### src/sv/mmcp_pkg.sv
`timescale 1ns / 1ps
// Package for the motor command packer: field widths, the default fixed-point
// format and the configuration register indexes. No dependencies.
package mmcp_pkg;

   localparam int FRAC_BITS_DEFAULT = 16;

   localparam int TARGET_W    = 32;
   localparam int KP_W        = 25;
   localparam int KD_W        = 19;
   localparam int TFF_W       = 22;
   localparam int CSR_DATA_W  = 25;
   localparam int CSR_INDEX_W = 2;
   localparam int FRAME_W     = 64;

   localparam int POS_CODE_W   = 16;
   localparam int SMALL_CODE_W = 12;

   localparam logic [KP_W-1:0]  KP_RESET  = KP_W'(1966080);
   localparam logic [KD_W-1:0]  KD_RESET  = KD_W'(65536);
   localparam logic [TFF_W-1:0] TFF_RESET = '0;

   typedef enum logic [CSR_INDEX_W-1:0] {
      CSR_KP  = 2'd0,
      CSR_KD  = 2'd1,
      CSR_TFF = 2'd2
   } csr_index_type;

endpackage

### src/sv/mit_motor_command_packer.sv
`timescale 1ns / 1ps
// Top level of the motor command packer: clamps and quantizes targets and gains
// into the 8-byte command frame. Depends on mmcp_pkg.
//
// Usage:
//   Command channel: a beat is taken at a clock edge with start high and busy
//   low. busy is always low, so one beat can be taken every cycle.
//   Result channel: rsp_valid is high for one cycle with rsp_frame_payload,
//   rsp_pos_clamped and rsp_vel_clamped; the receiver cannot stall it.
//   A beat passes through the input register, then the result register;
//   throughput is 1 beat per cycle. Each code is one constant multiply of the
//   clamped offset by a scaled reciprocal of its span, then a fixed bit select.
//   Gains and feed-forward torque come from the csr_ write port (index 0 kp,
//   index 1 kd, index 2 torque, other indexes ignored); the user must write
//   them only while no beat is in flight, as the block does not enforce it.
//   Reset clears the pipeline valid bits and loads kp 30.0, kd 1.0 and
//   torque 0; it is usable the cycle after reset drops.
module mit_motor_command_packer #(
   parameter int FRAC_BITS = mmcp_pkg::FRAC_BITS_DEFAULT
) (
   input  logic                                 clock,
   input  logic                                 reset,
   input  logic                                 start,
   output logic                                 busy,
   input  logic signed [mmcp_pkg::TARGET_W-1:0] req_pos_target,
   input  logic signed [mmcp_pkg::TARGET_W-1:0] req_vel_target,
   input  logic                                 csr_we,
   input  logic [mmcp_pkg::CSR_INDEX_W-1:0]     csr_index,
   input  logic [mmcp_pkg::CSR_DATA_W-1:0]      csr_wdata,
   output logic                                 rsp_valid,
   output logic [mmcp_pkg::FRAME_W-1:0]         rsp_frame_payload,
   output logic                                 rsp_pos_clamped,
   output logic                                 rsp_vel_clamped
);
   import mmcp_pkg::*;

   localparam int F  = FRAC_BITS;
   localparam int CW = (F + 11 > TARGET_W + 1) ? F + 11 : TARGET_W + 1;

   // span = c * 2^F; code = floor(d * M >> (2F + K)) with 2^K > c^2
   localparam int K_POS = 10;
   localparam int K_VEL = 13;
   localparam int K_KP  = 18;
   localparam int K_KD  = 5;
   localparam int K_TQ  = 11;

   localparam int DW_POS = F + 5;
   localparam int DW_VEL = F + 7;
   localparam int DW_KP  = F + 9;
   localparam int DW_KD  = F + 3;
   localparam int DW_TQ  = F + 6;

   localparam int MW_POS = F + 26;
   localparam int MW_VEL = F + 25;
   localparam int MW_KP  = F + 30;
   localparam int MW_KD  = F + 17;
   localparam int MW_TQ  = F + 23;

   localparam int PW_POS = DW_POS + MW_POS;
   localparam int PW_VEL = DW_VEL + MW_VEL;
   localparam int PW_KP  = DW_KP + MW_KP;
   localparam int PW_KD  = DW_KD + MW_KD;
   localparam int PW_TQ  = DW_TQ + MW_TQ;

   localparam logic [63:0] M64_POS = ((64'd65535 << (F + K_POS)) + 64'd24) / 64'd25;
   localparam logic [63:0] M64_VEL = ((64'd4095 << (F + K_VEL)) + 64'd89) / 64'd90;
   localparam logic [63:0] M64_KP  = ((64'd4095 << (F + K_KP)) + 64'd499) / 64'd500;
   localparam logic [63:0] M64_KD  = ((64'd4095 << (F + K_KD)) + 64'd4) / 64'd5;
   localparam logic [63:0] M64_TQ  = ((64'd4095 << (F + K_TQ)) + 64'd35) / 64'd36;

   localparam logic [MW_POS-1:0] M_POS = M64_POS[MW_POS-1:0];
   localparam logic [MW_VEL-1:0] M_VEL = M64_VEL[MW_VEL-1:0];
   localparam logic [MW_KP-1:0]  M_KP  = M64_KP[MW_KP-1:0];
   localparam logic [MW_KD-1:0]  M_KD  = M64_KD[MW_KD-1:0];
   localparam logic [MW_TQ-1:0]  M_TQ  = M64_TQ[MW_TQ-1:0];

   localparam logic signed [CW-1:0] POS_HI = CW'(64'd25 << (F - 1));
   localparam logic signed [CW-1:0] VEL_HI = CW'(64'd45 << F);
   localparam logic signed [CW-1:0] KP_HI  = CW'(64'd500 << F);
   localparam logic signed [CW-1:0] KD_HI  = CW'(64'd5 << F);
   localparam logic signed [CW-1:0] TQ_HI  = CW'(64'd18 << F);

   logic [KP_W-1:0]  kp_ff, kp_in;
   logic [KD_W-1:0]  kd_ff, kd_in;
   logic [TFF_W-1:0] tff_ff, tff_in;

   logic                       req_valid_ff;
   logic signed [TARGET_W-1:0] pos_ff, vel_ff;

   logic                       rsp_valid_ff;
   logic [FRAME_W-1:0]         frame_ff, frame_in;
   logic                       pos_clamped_ff, pos_clamped_in;
   logic                       vel_clamped_ff, vel_clamped_in;

   logic signed [CW-1:0] pos_x, vel_x, kp_x, kd_x, tq_x;
   logic signed [CW-1:0] pos_sat, vel_sat, kp_sat, kd_sat, tq_sat;
   logic signed [CW-1:0] pos_ofs, vel_ofs, tq_ofs;
   logic [PW_POS-1:0]    pos_prod;
   logic [PW_VEL-1:0]    vel_prod;
   logic [PW_KP-1:0]     kp_prod;
   logic [PW_KD-1:0]     kd_prod;
   logic [PW_TQ-1:0]     tq_prod;
   logic [DW_POS-1:0]    pos_d;
   logic [DW_VEL-1:0]    vel_d;
   logic [DW_KP-1:0]     kp_d;
   logic [DW_KD-1:0]     kd_d;
   logic [DW_TQ-1:0]     tq_d;

   assign busy = 1'b0;

   always_comb begin
      kp_in  = kp_ff;
      kd_in  = kd_ff;
      tff_in = tff_ff;
      if (csr_we) begin
         unique case (csr_index)
            CSR_KP:  kp_in  = csr_wdata[KP_W-1:0];
            CSR_KD:  kd_in  = csr_wdata[KD_W-1:0];
            CSR_TFF: tff_in = csr_wdata[TFF_W-1:0];
            default: ;
         endcase
      end
   end

   always_ff @(posedge clock) begin
      if (reset) begin
         kp_ff  <= KP_RESET;
         kd_ff  <= KD_RESET;
         tff_ff <= TFF_RESET;
      end else begin
         kp_ff  <= kp_in;
         kd_ff  <= kd_in;
         tff_ff <= tff_in;
      end
   end

   always_ff @(posedge clock) begin
      if (reset) begin
         req_valid_ff <= 1'b0;
      end else begin
         req_valid_ff <= start && !busy;
      end
   end

   always_ff @(posedge clock) begin
      if (start && !busy) begin
         pos_ff <= req_pos_target;
         vel_ff <= req_vel_target;
      end
   end

   // clamp to span, offset from the low bound
   always_comb begin
      pos_x = {{(CW - TARGET_W){pos_ff[TARGET_W-1]}}, pos_ff};
      vel_x = {{(CW - TARGET_W){vel_ff[TARGET_W-1]}}, vel_ff};
      kp_x  = {{(CW - KP_W){1'b0}}, kp_ff};
      kd_x  = {{(CW - KD_W){1'b0}}, kd_ff};
      tq_x  = {{(CW - TFF_W){tff_ff[TFF_W-1]}}, tff_ff};

      pos_clamped_in = (pos_x < -POS_HI) || (pos_x > POS_HI);
      vel_clamped_in = (vel_x < -VEL_HI) || (vel_x > VEL_HI);

      priority if (pos_x < -POS_HI) pos_sat = -POS_HI;
      else if (pos_x > POS_HI)      pos_sat = POS_HI;
      else                          pos_sat = pos_x;

      priority if (vel_x < -VEL_HI) vel_sat = -VEL_HI;
      else if (vel_x > VEL_HI)      vel_sat = VEL_HI;
      else                          vel_sat = vel_x;

      priority if (tq_x < -TQ_HI) tq_sat = -TQ_HI;
      else if (tq_x > TQ_HI)      tq_sat = TQ_HI;
      else                        tq_sat = tq_x;

      kp_sat = (kp_x > KP_HI) ? KP_HI : kp_x;
      kd_sat = (kd_x > KD_HI) ? KD_HI : kd_x;

      pos_ofs = pos_sat + POS_HI;
      vel_ofs = vel_sat + VEL_HI;
      tq_ofs  = tq_sat + TQ_HI;

      pos_d = pos_ofs[DW_POS-1:0];
      vel_d = vel_ofs[DW_VEL-1:0];
      kp_d  = kp_sat[DW_KP-1:0];
      kd_d  = kd_sat[DW_KD-1:0];
      tq_d  = tq_ofs[DW_TQ-1:0];

      pos_prod = {{(PW_POS - DW_POS){1'b0}}, pos_d} * {{(PW_POS - MW_POS){1'b0}}, M_POS};
      vel_prod = {{(PW_VEL - DW_VEL){1'b0}}, vel_d} * {{(PW_VEL - MW_VEL){1'b0}}, M_VEL};
      kp_prod  = {{(PW_KP - DW_KP){1'b0}}, kp_d} * {{(PW_KP - MW_KP){1'b0}}, M_KP};
      kd_prod  = {{(PW_KD - DW_KD){1'b0}}, kd_d} * {{(PW_KD - MW_KD){1'b0}}, M_KD};
      tq_prod  = {{(PW_TQ - DW_TQ){1'b0}}, tq_d} * {{(PW_TQ - MW_TQ){1'b0}}, M_TQ};

      frame_in = {pos_prod[2*F + K_POS +: POS_CODE_W],
                  vel_prod[2*F + K_VEL +: SMALL_CODE_W],
                  kp_prod[2*F + K_KP +: SMALL_CODE_W],
                  kd_prod[2*F + K_KD +: SMALL_CODE_W],
                  tq_prod[2*F + K_TQ +: SMALL_CODE_W]};
   end

   always_ff @(posedge clock) begin
      if (reset) begin
         rsp_valid_ff <= 1'b0;
      end else begin
         rsp_valid_ff <= req_valid_ff;
      end
   end

   always_ff @(posedge clock) begin
      if (req_valid_ff) begin
         frame_ff       <= frame_in;
         pos_clamped_ff <= pos_clamped_in;
         vel_clamped_ff <= vel_clamped_in;
      end
   end

   assign rsp_valid         = rsp_valid_ff;
   assign rsp_frame_payload = frame_ff;
   assign rsp_pos_clamped   = pos_clamped_ff;
   assign rsp_vel_clamped   = vel_clamped_ff;

endmodule
### config.mk
export PLATFORM = sky130hd
export DESIGN_NAME = mit_motor_command_packer
export DESIGN_NICKNAME = d
export VERILOG_FILES = /design/src/sv/mmcp_pkg.sv /design/src/sv/mit_motor_command_packer.sv
export SDC_FILE = /design/constraint.sdc
export NUM_CORES = 2
export LEC_CHECK = 0
export ABC_AREA = 1
export BUFFER_PORTS_ARGS = -buffer_cell sky130_fd_sc_hd__buf_4
export CORE_MARGIN = 2
export CORE_UTILIZATION = 42
export CTS_CLUSTER_SIZE = 8
export DETAILED_ROUTE_END_ITERATION = 12
export GPL_ROUTABILITY_DRIVEN = 0
export GPL_TIMING_DRIVEN = 0
export MAX_ROUTING_LAYER = met4
export PLACE_DENSITY = 0.59
export SLEW_MARGIN = 0
export SYNTH_ARGS = -nofsm -noshare
export SYNTH_HDL_FRONTEND = slang
export SYNTH_SLANG_ARGS = --single-unit
### constraint.sdc
create_clock -name clock -period 14.1 [get_ports clock]
set_clock_uncertainty 0.15 [all_clocks]
set_input_delay 0 -clock clock [delete_from_list [all_inputs] [get_ports clock]]
set_output_delay 0 -clock clock [all_outputs]
set_load 0.005 [all_outputs]
======== After elaboration in Yosys (flattened, before gate mapping) ========
Cells that the tools add are included.
word-level totals
  memory bits (read-only) ................. 0
  memories kept ........................... 0
  bits of input ports ..................... 95
  bits in writable memories ............... 0
  bits in latches ......................... 0
  register bits ........................... 198
  logic and storage cells ................. 42
operators by class
  add/subtract/negate cells ............... 3
  divide/modulo/power cells ............... 0
  multiply operators ...................... 5
  bitwise operators ....................... 0
  eq/ne operators ......................... 2
  shift-type cells ........................ 0
  reductions and logical operators ........ 6
  mux-type cells .......................... 8
  order comparisons ....................... 8
operators with widths
  kind                                                              number
  multiplier 25 x 38 -> 62 bit (second input constant)              1
  multiplier 21 x 37 -> 57 bit (second input constant)              1
  2-to-1 mux 23 bit                                                 2
  2-to-1 mux 22 bit                                                 2
  2-to-1 mux 21 bit                                                 2
  greater-than comparator 32 x 21 -> 1 bit (second input constant)  1
  greater-than comparator 32 x 23 -> 1 bit (second input constant)  1
  < comparator 32 x 21 -> 1 bit (second input constant)             1
  < comparator 32 x 23 -> 1 bit (second input constant)             1
  multiplier 22 x 9 -> 30 bit (second input constant)               1
  multiplier 23 x 7 -> 29 bit (second input constant)               1
  multiplier 19 x 10 -> 28 bit (second input constant)              1
  greater-than comparator 25 bit (second input constant)            1
  2-to-1 mux 25 bit                                                 1
  adder 23 bit (second input constant)                              1
  adder 22 bit (second input constant)                              1
  greater-than comparator 22 bit (second input constant)            1
  < comparator 22 bit (second input constant)                       1
  adder 21 bit (second input constant)                              1
  greater-than comparator 19 bit (second input constant)            1
  2-to-1 mux 19 bit                                                 1
  AND reduction 2 bit                                               3
  == test 2 x 1 -> 1 bit (second input constant)                    1
  == test 2 bit (second input constant)                             1
  other kinds (2)                                                   3

======== Depth between registers and ports, before layout ========
  word-level depth ........................ 5
  depth in mapped cells ................... 42
  gate-level depth less buffers ........... 42

======== Worst setup path after synthesis ========
OpenSTA, ideal clock, no wires.
  path type ............................... register to register
  start ................................... register pos_ff[28]
  end ..................................... register frame_ff[58], in the netlist rsp_frame_payload[58] (data pin)
  data required time ...................... 13.691 ns
  period minus slack after synthesis ...... 7.342 ns
  buffers on the path ..................... 1
  data arrival time ....................... 6.933 ns
  slack ................................... 6.758 ns
  cell stages (with the launch flop) ...... 31
  cells stage by stage .................... edfxtp_1 -> nand2_1 -> nor2_1 -> nand4_1 -> nand2_1 -> inv_1 -> nor2_1 -> inv_1 -> clkbuf_1 -> nor2_1 -> inv_1 -> ha_1 -> fa_1 -> inv_1 -> fa_1 -> fa_1 -> fa_1 -> fa_1 -> inv_1 -> fa_1 -> inv_1 -> ha_1 -> nand2_1 -> nor2_1 -> inv_1 -> nor4_1 -> nand4_1 -> nand3_1 -> nand2_1 -> nand2_1 -> xor2_1
between the ends
  longest elaborated chain between the ends .. 5
  elaborated cells on any way between the ends .. 6
  those cells by class .................... add/sub: 1; mul: 1; order compare: 2; mux: 2
RTL lines
  item                                      line                             RTL
  from (decl)                               mit_motor_command_packer.sv:88   logic signed [TARGET_W-1:0] pos_ff, vel_ff;
  from (signal assigned)                    mit_motor_command_packer.sv:147  pos_ff <= req_pos_target;
  greater-than comparator 32 x 21 -> 1 bit  mit_motor_command_packer.sv:164  else if (pos_x > POS_HI) pos_sat = POS_HI;
  2-to-1 mux 21 bit                         mit_motor_command_packer.sv:164
  2-to-1 mux 21 bit (*)                     mit_motor_command_packer.sv:163  priority if (pos_x < -POS_HI) pos_sat = -POS_HI;
  adder 21 bit (*)                          mit_motor_command_packer.sv:178  pos_ofs = pos_sat + POS_HI;
  multiplier 21 x 37 -> 57 bit (*)          mit_motor_command_packer.sv:188  pos_prod = {{(PW_POS - DW_POS){1'b0}}, pos_d} * {{(PW_POS - MW_POS){1'b0}}, M_POS};
  named net frame_in[58]                    mit_motor_command_packer.sv:91   logic [FRAME_W-1:0] frame_ff, frame_in;
  to (signal assigned)                      mit_motor_command_packer.sv:211  frame_ff <= frame_in;
  to (decl)                                 mit_motor_command_packer.sv:91
The timed path passes the listed nets; every way through them passes the cells marked *.
A chain may end at the register's enable or synchronous reset.

======== Final worst setup path ========
  start ................................... register pos_ff[16]
  end ..................................... register frame_ff[58], in the netlist rsp_frame_payload[58] (data pin)
Same word-level chain as after synthesis.

==> key figures <==
Outcome
  • Outcome: finished, final reports clean

Routing
  • Initial drt markers: 2014
  • DRC Markers: 0
  • Total wire length: 116 mm
  • Vias: 32047
  • 1st-pass router iterations: 5
  • Wire length per cell: 18.1 µm
  • Antenna viol nets, final: 0
  • Via density: 4.99

Synth
  • Top FF cell, synth: edfxtp_1
  • Synthesized flop and latch total: 198
  • Synth Cell Area: 42100 µm²
  • Library cells used by synthesis: 48
  • Syn nets: 6360
  • Synth warn: 0
  • Cells after Synth: 4827
  • Mapped Avg Cell Area: 8.72 µm²
  • EDFF count, synth: 130
  • Seq/Total Area, Yosys: 0.125
  • Asr flop ratio synth: 0

Layout
  • Fillcell total: 9697
  • Multi-input logic area: 31400 µm²
  • Layout cells sized above 1: 0.0466
  • Register Area: 5270 µm²
  • Most frequent cells in the layout: inv_1, ha_1, fa_1, nand2_1, nor2_1
  • Final core occ: 0.467
  • Nets: 6644
  • Most common cell after layout, fill and taps aside: inv_1
  • Layout area overhead: 10.7%

Setup path
  • Crit path launch type: register
  • Setup crit end kind: register
  • Reg2Reg Setup Slack: 4170 ps
  • Most used cell, CP: nor2_1
  • Delay-heaviest family, CP: adder cells
  • Critical path arrival: 10010 ps
  • CP max stage delay: 740 ps
  • Worst EP required: 14180 ps
  • CP Max Fanout: 10
  • Number of buffer and inverter stages on the critical path: 7
  • CP Class: reg2reg
  • Slowest library cell on the worst path: nor2_1

Clock tree
  • Inserted Clock Buffers: 17
  • Clock Pin Slew Worst Setup and Hold Paths: 80 ps
  • Clk sink count: 198
  • Post-CTS setup buffer count: 0
  • H-tree levels: 4
  • CTS tree: yes
  • CTS root buf: clkbuf_16
  • Deepest clock path buffer count: 2
  • Clock Latency Late Sink: 520 ps

Timing
  • Number of setup violations in the final report: 0
  • Fin crit share: 0.705
  • Worst slew margin: 0.0354
  • Fin worst setup slack: 4170 ps
  • Final Critical Period: 9930 ps
  • Final hold viol count: 0
  • Fin. max-slew vios: 0
  • RSZ-0062 raised after global routing: false
  • Max Fclk: 101 MHz
  • Setup TNS: 0 ps
  • Slew of the pin with the lowest slew margin: 1440 ps
  • Worst hold margin: 46.6 ps

Floorplanning
  • Top-Level Pins: 163
  • Die X-Extent: 321 µm
  • Site Rows: 116
  • Initial Util: 0.422
  • Die Ht: 321 µm
  • Core area: 99700 µm²
  • Die ar.: 103000 µm²

Global route
  • Vias in the first global route: 33443
  • Global-route wire length before repair: 183 mm
  • Largest net degree at the start of global routing: 66
  • Total grt overflow: 0
  • Initial antenna violation count: 2
  • Total track usage: 0.240

Placed design
  • Post-DP HPWL: 104 mm
  • Port Buf Inserts: 161
  • Worst slack, placed: 4400 ps

Hold path
  • Worst hold path class: in2reg

Run
  • MaxCap Viol Count: 0
[cells by family (layout without fill, tap and decap cells)]
group	after synthesis	in the layout	share of synthesized area
compound gates	594	594	0.0780
xor+xnor	72	72	0.0152
fa+ha+maj	1438	1438	0.546
buf+inv	1458	1755	0.130
flops	198	198	0.125
other cells	1	2	0.0000891
simple gates	1066	1066	0.106
[synthesized netlist by cell type (23+ instances only)]
master,number,area share
a21o_1,23,0.0041
a21oi_1,273,0.032
clkbuf_1,26,0.0023
dfxtp_1,68,0.032
edfxtp_1,130,0.093
fa_1,665,0.32
ha_1,773,0.23
inv_1,1418,0.13
nand2_1,488,0.043
nand3_1,99,0.012
nand4_1,41,0.0061
nor2_1,330,0.029
nor3_1,56,0.0067
o21ai_0,196,0.023
xor2_1,53,0.011
[metal layers]
| metal | track usage | share of wire | vias up |
|---|---|---|---|
| met1 | 0.323 | 0.46 | 15634 |
| li1 | - | - | 15542 |
| met3 | 0.0203 | 0.044 | 128 |
| met4 | 0.0574 | 0.023 | 0 |
| met2 | 0.393 | 0.48 | 743 |
| met5 | - | 0 | - |
[worst paths after layout]
check / depth (start not counted) / from / endpoint
setup / recovery: 31 / pos_ff[16] / rsp_frame_payload[58]
hold / removal: 2 / req_pos_target[21] / pos_ff[21]
setup reg to reg: 31 / pos_ff[16] / rsp_frame_payload[58]
hold reg to reg: 2 / tff_ff[7] / tff_ff[7]
[flip-flops by register name, summed over array words and instances, names as in the netlist, 19 cells and up]
signal / count
rsp_frame_payload: 64
pos_ff: 32
vel_ff: 32
kp_ff: 25
tff_ff: 22
kd_ff: 19
[layout make-up]
| cell class | instances | area share |
|---|---|---|
| timing repair buffer | 265 | 0.0488 |
| inverter | 1429 | 0.115 |
| antenna | 1 | 0.0000537 |
| tap | 1298 | 0.0349 |
| sequential | 198 | 0.113 |
| multi-input combinational | 3171 | 0.673 |
| clock inverter | 15 | 0.00338 |
| clock buffer | 17 | 0.00913 |
| buffer | 29 | 0.00244 |
[through the flow]
stage               instance area (µm²)  cells
floorplan                         42100   4827
global placement                  44900   6286
detailed placement                45000   6288
CTS                               46600   6422
global route                      46600   6423
finish                            46600   6423
[what timing repair did]
action                    4_1_cts  5_1_grt
hold buffers                  102        0
resized for setup               0        0
hold endpoints to repair      196        0
Power is left out: the tool's default activity adds up to more than one toggle a clock period on the data nets, which glitch-free logic cannot reach.
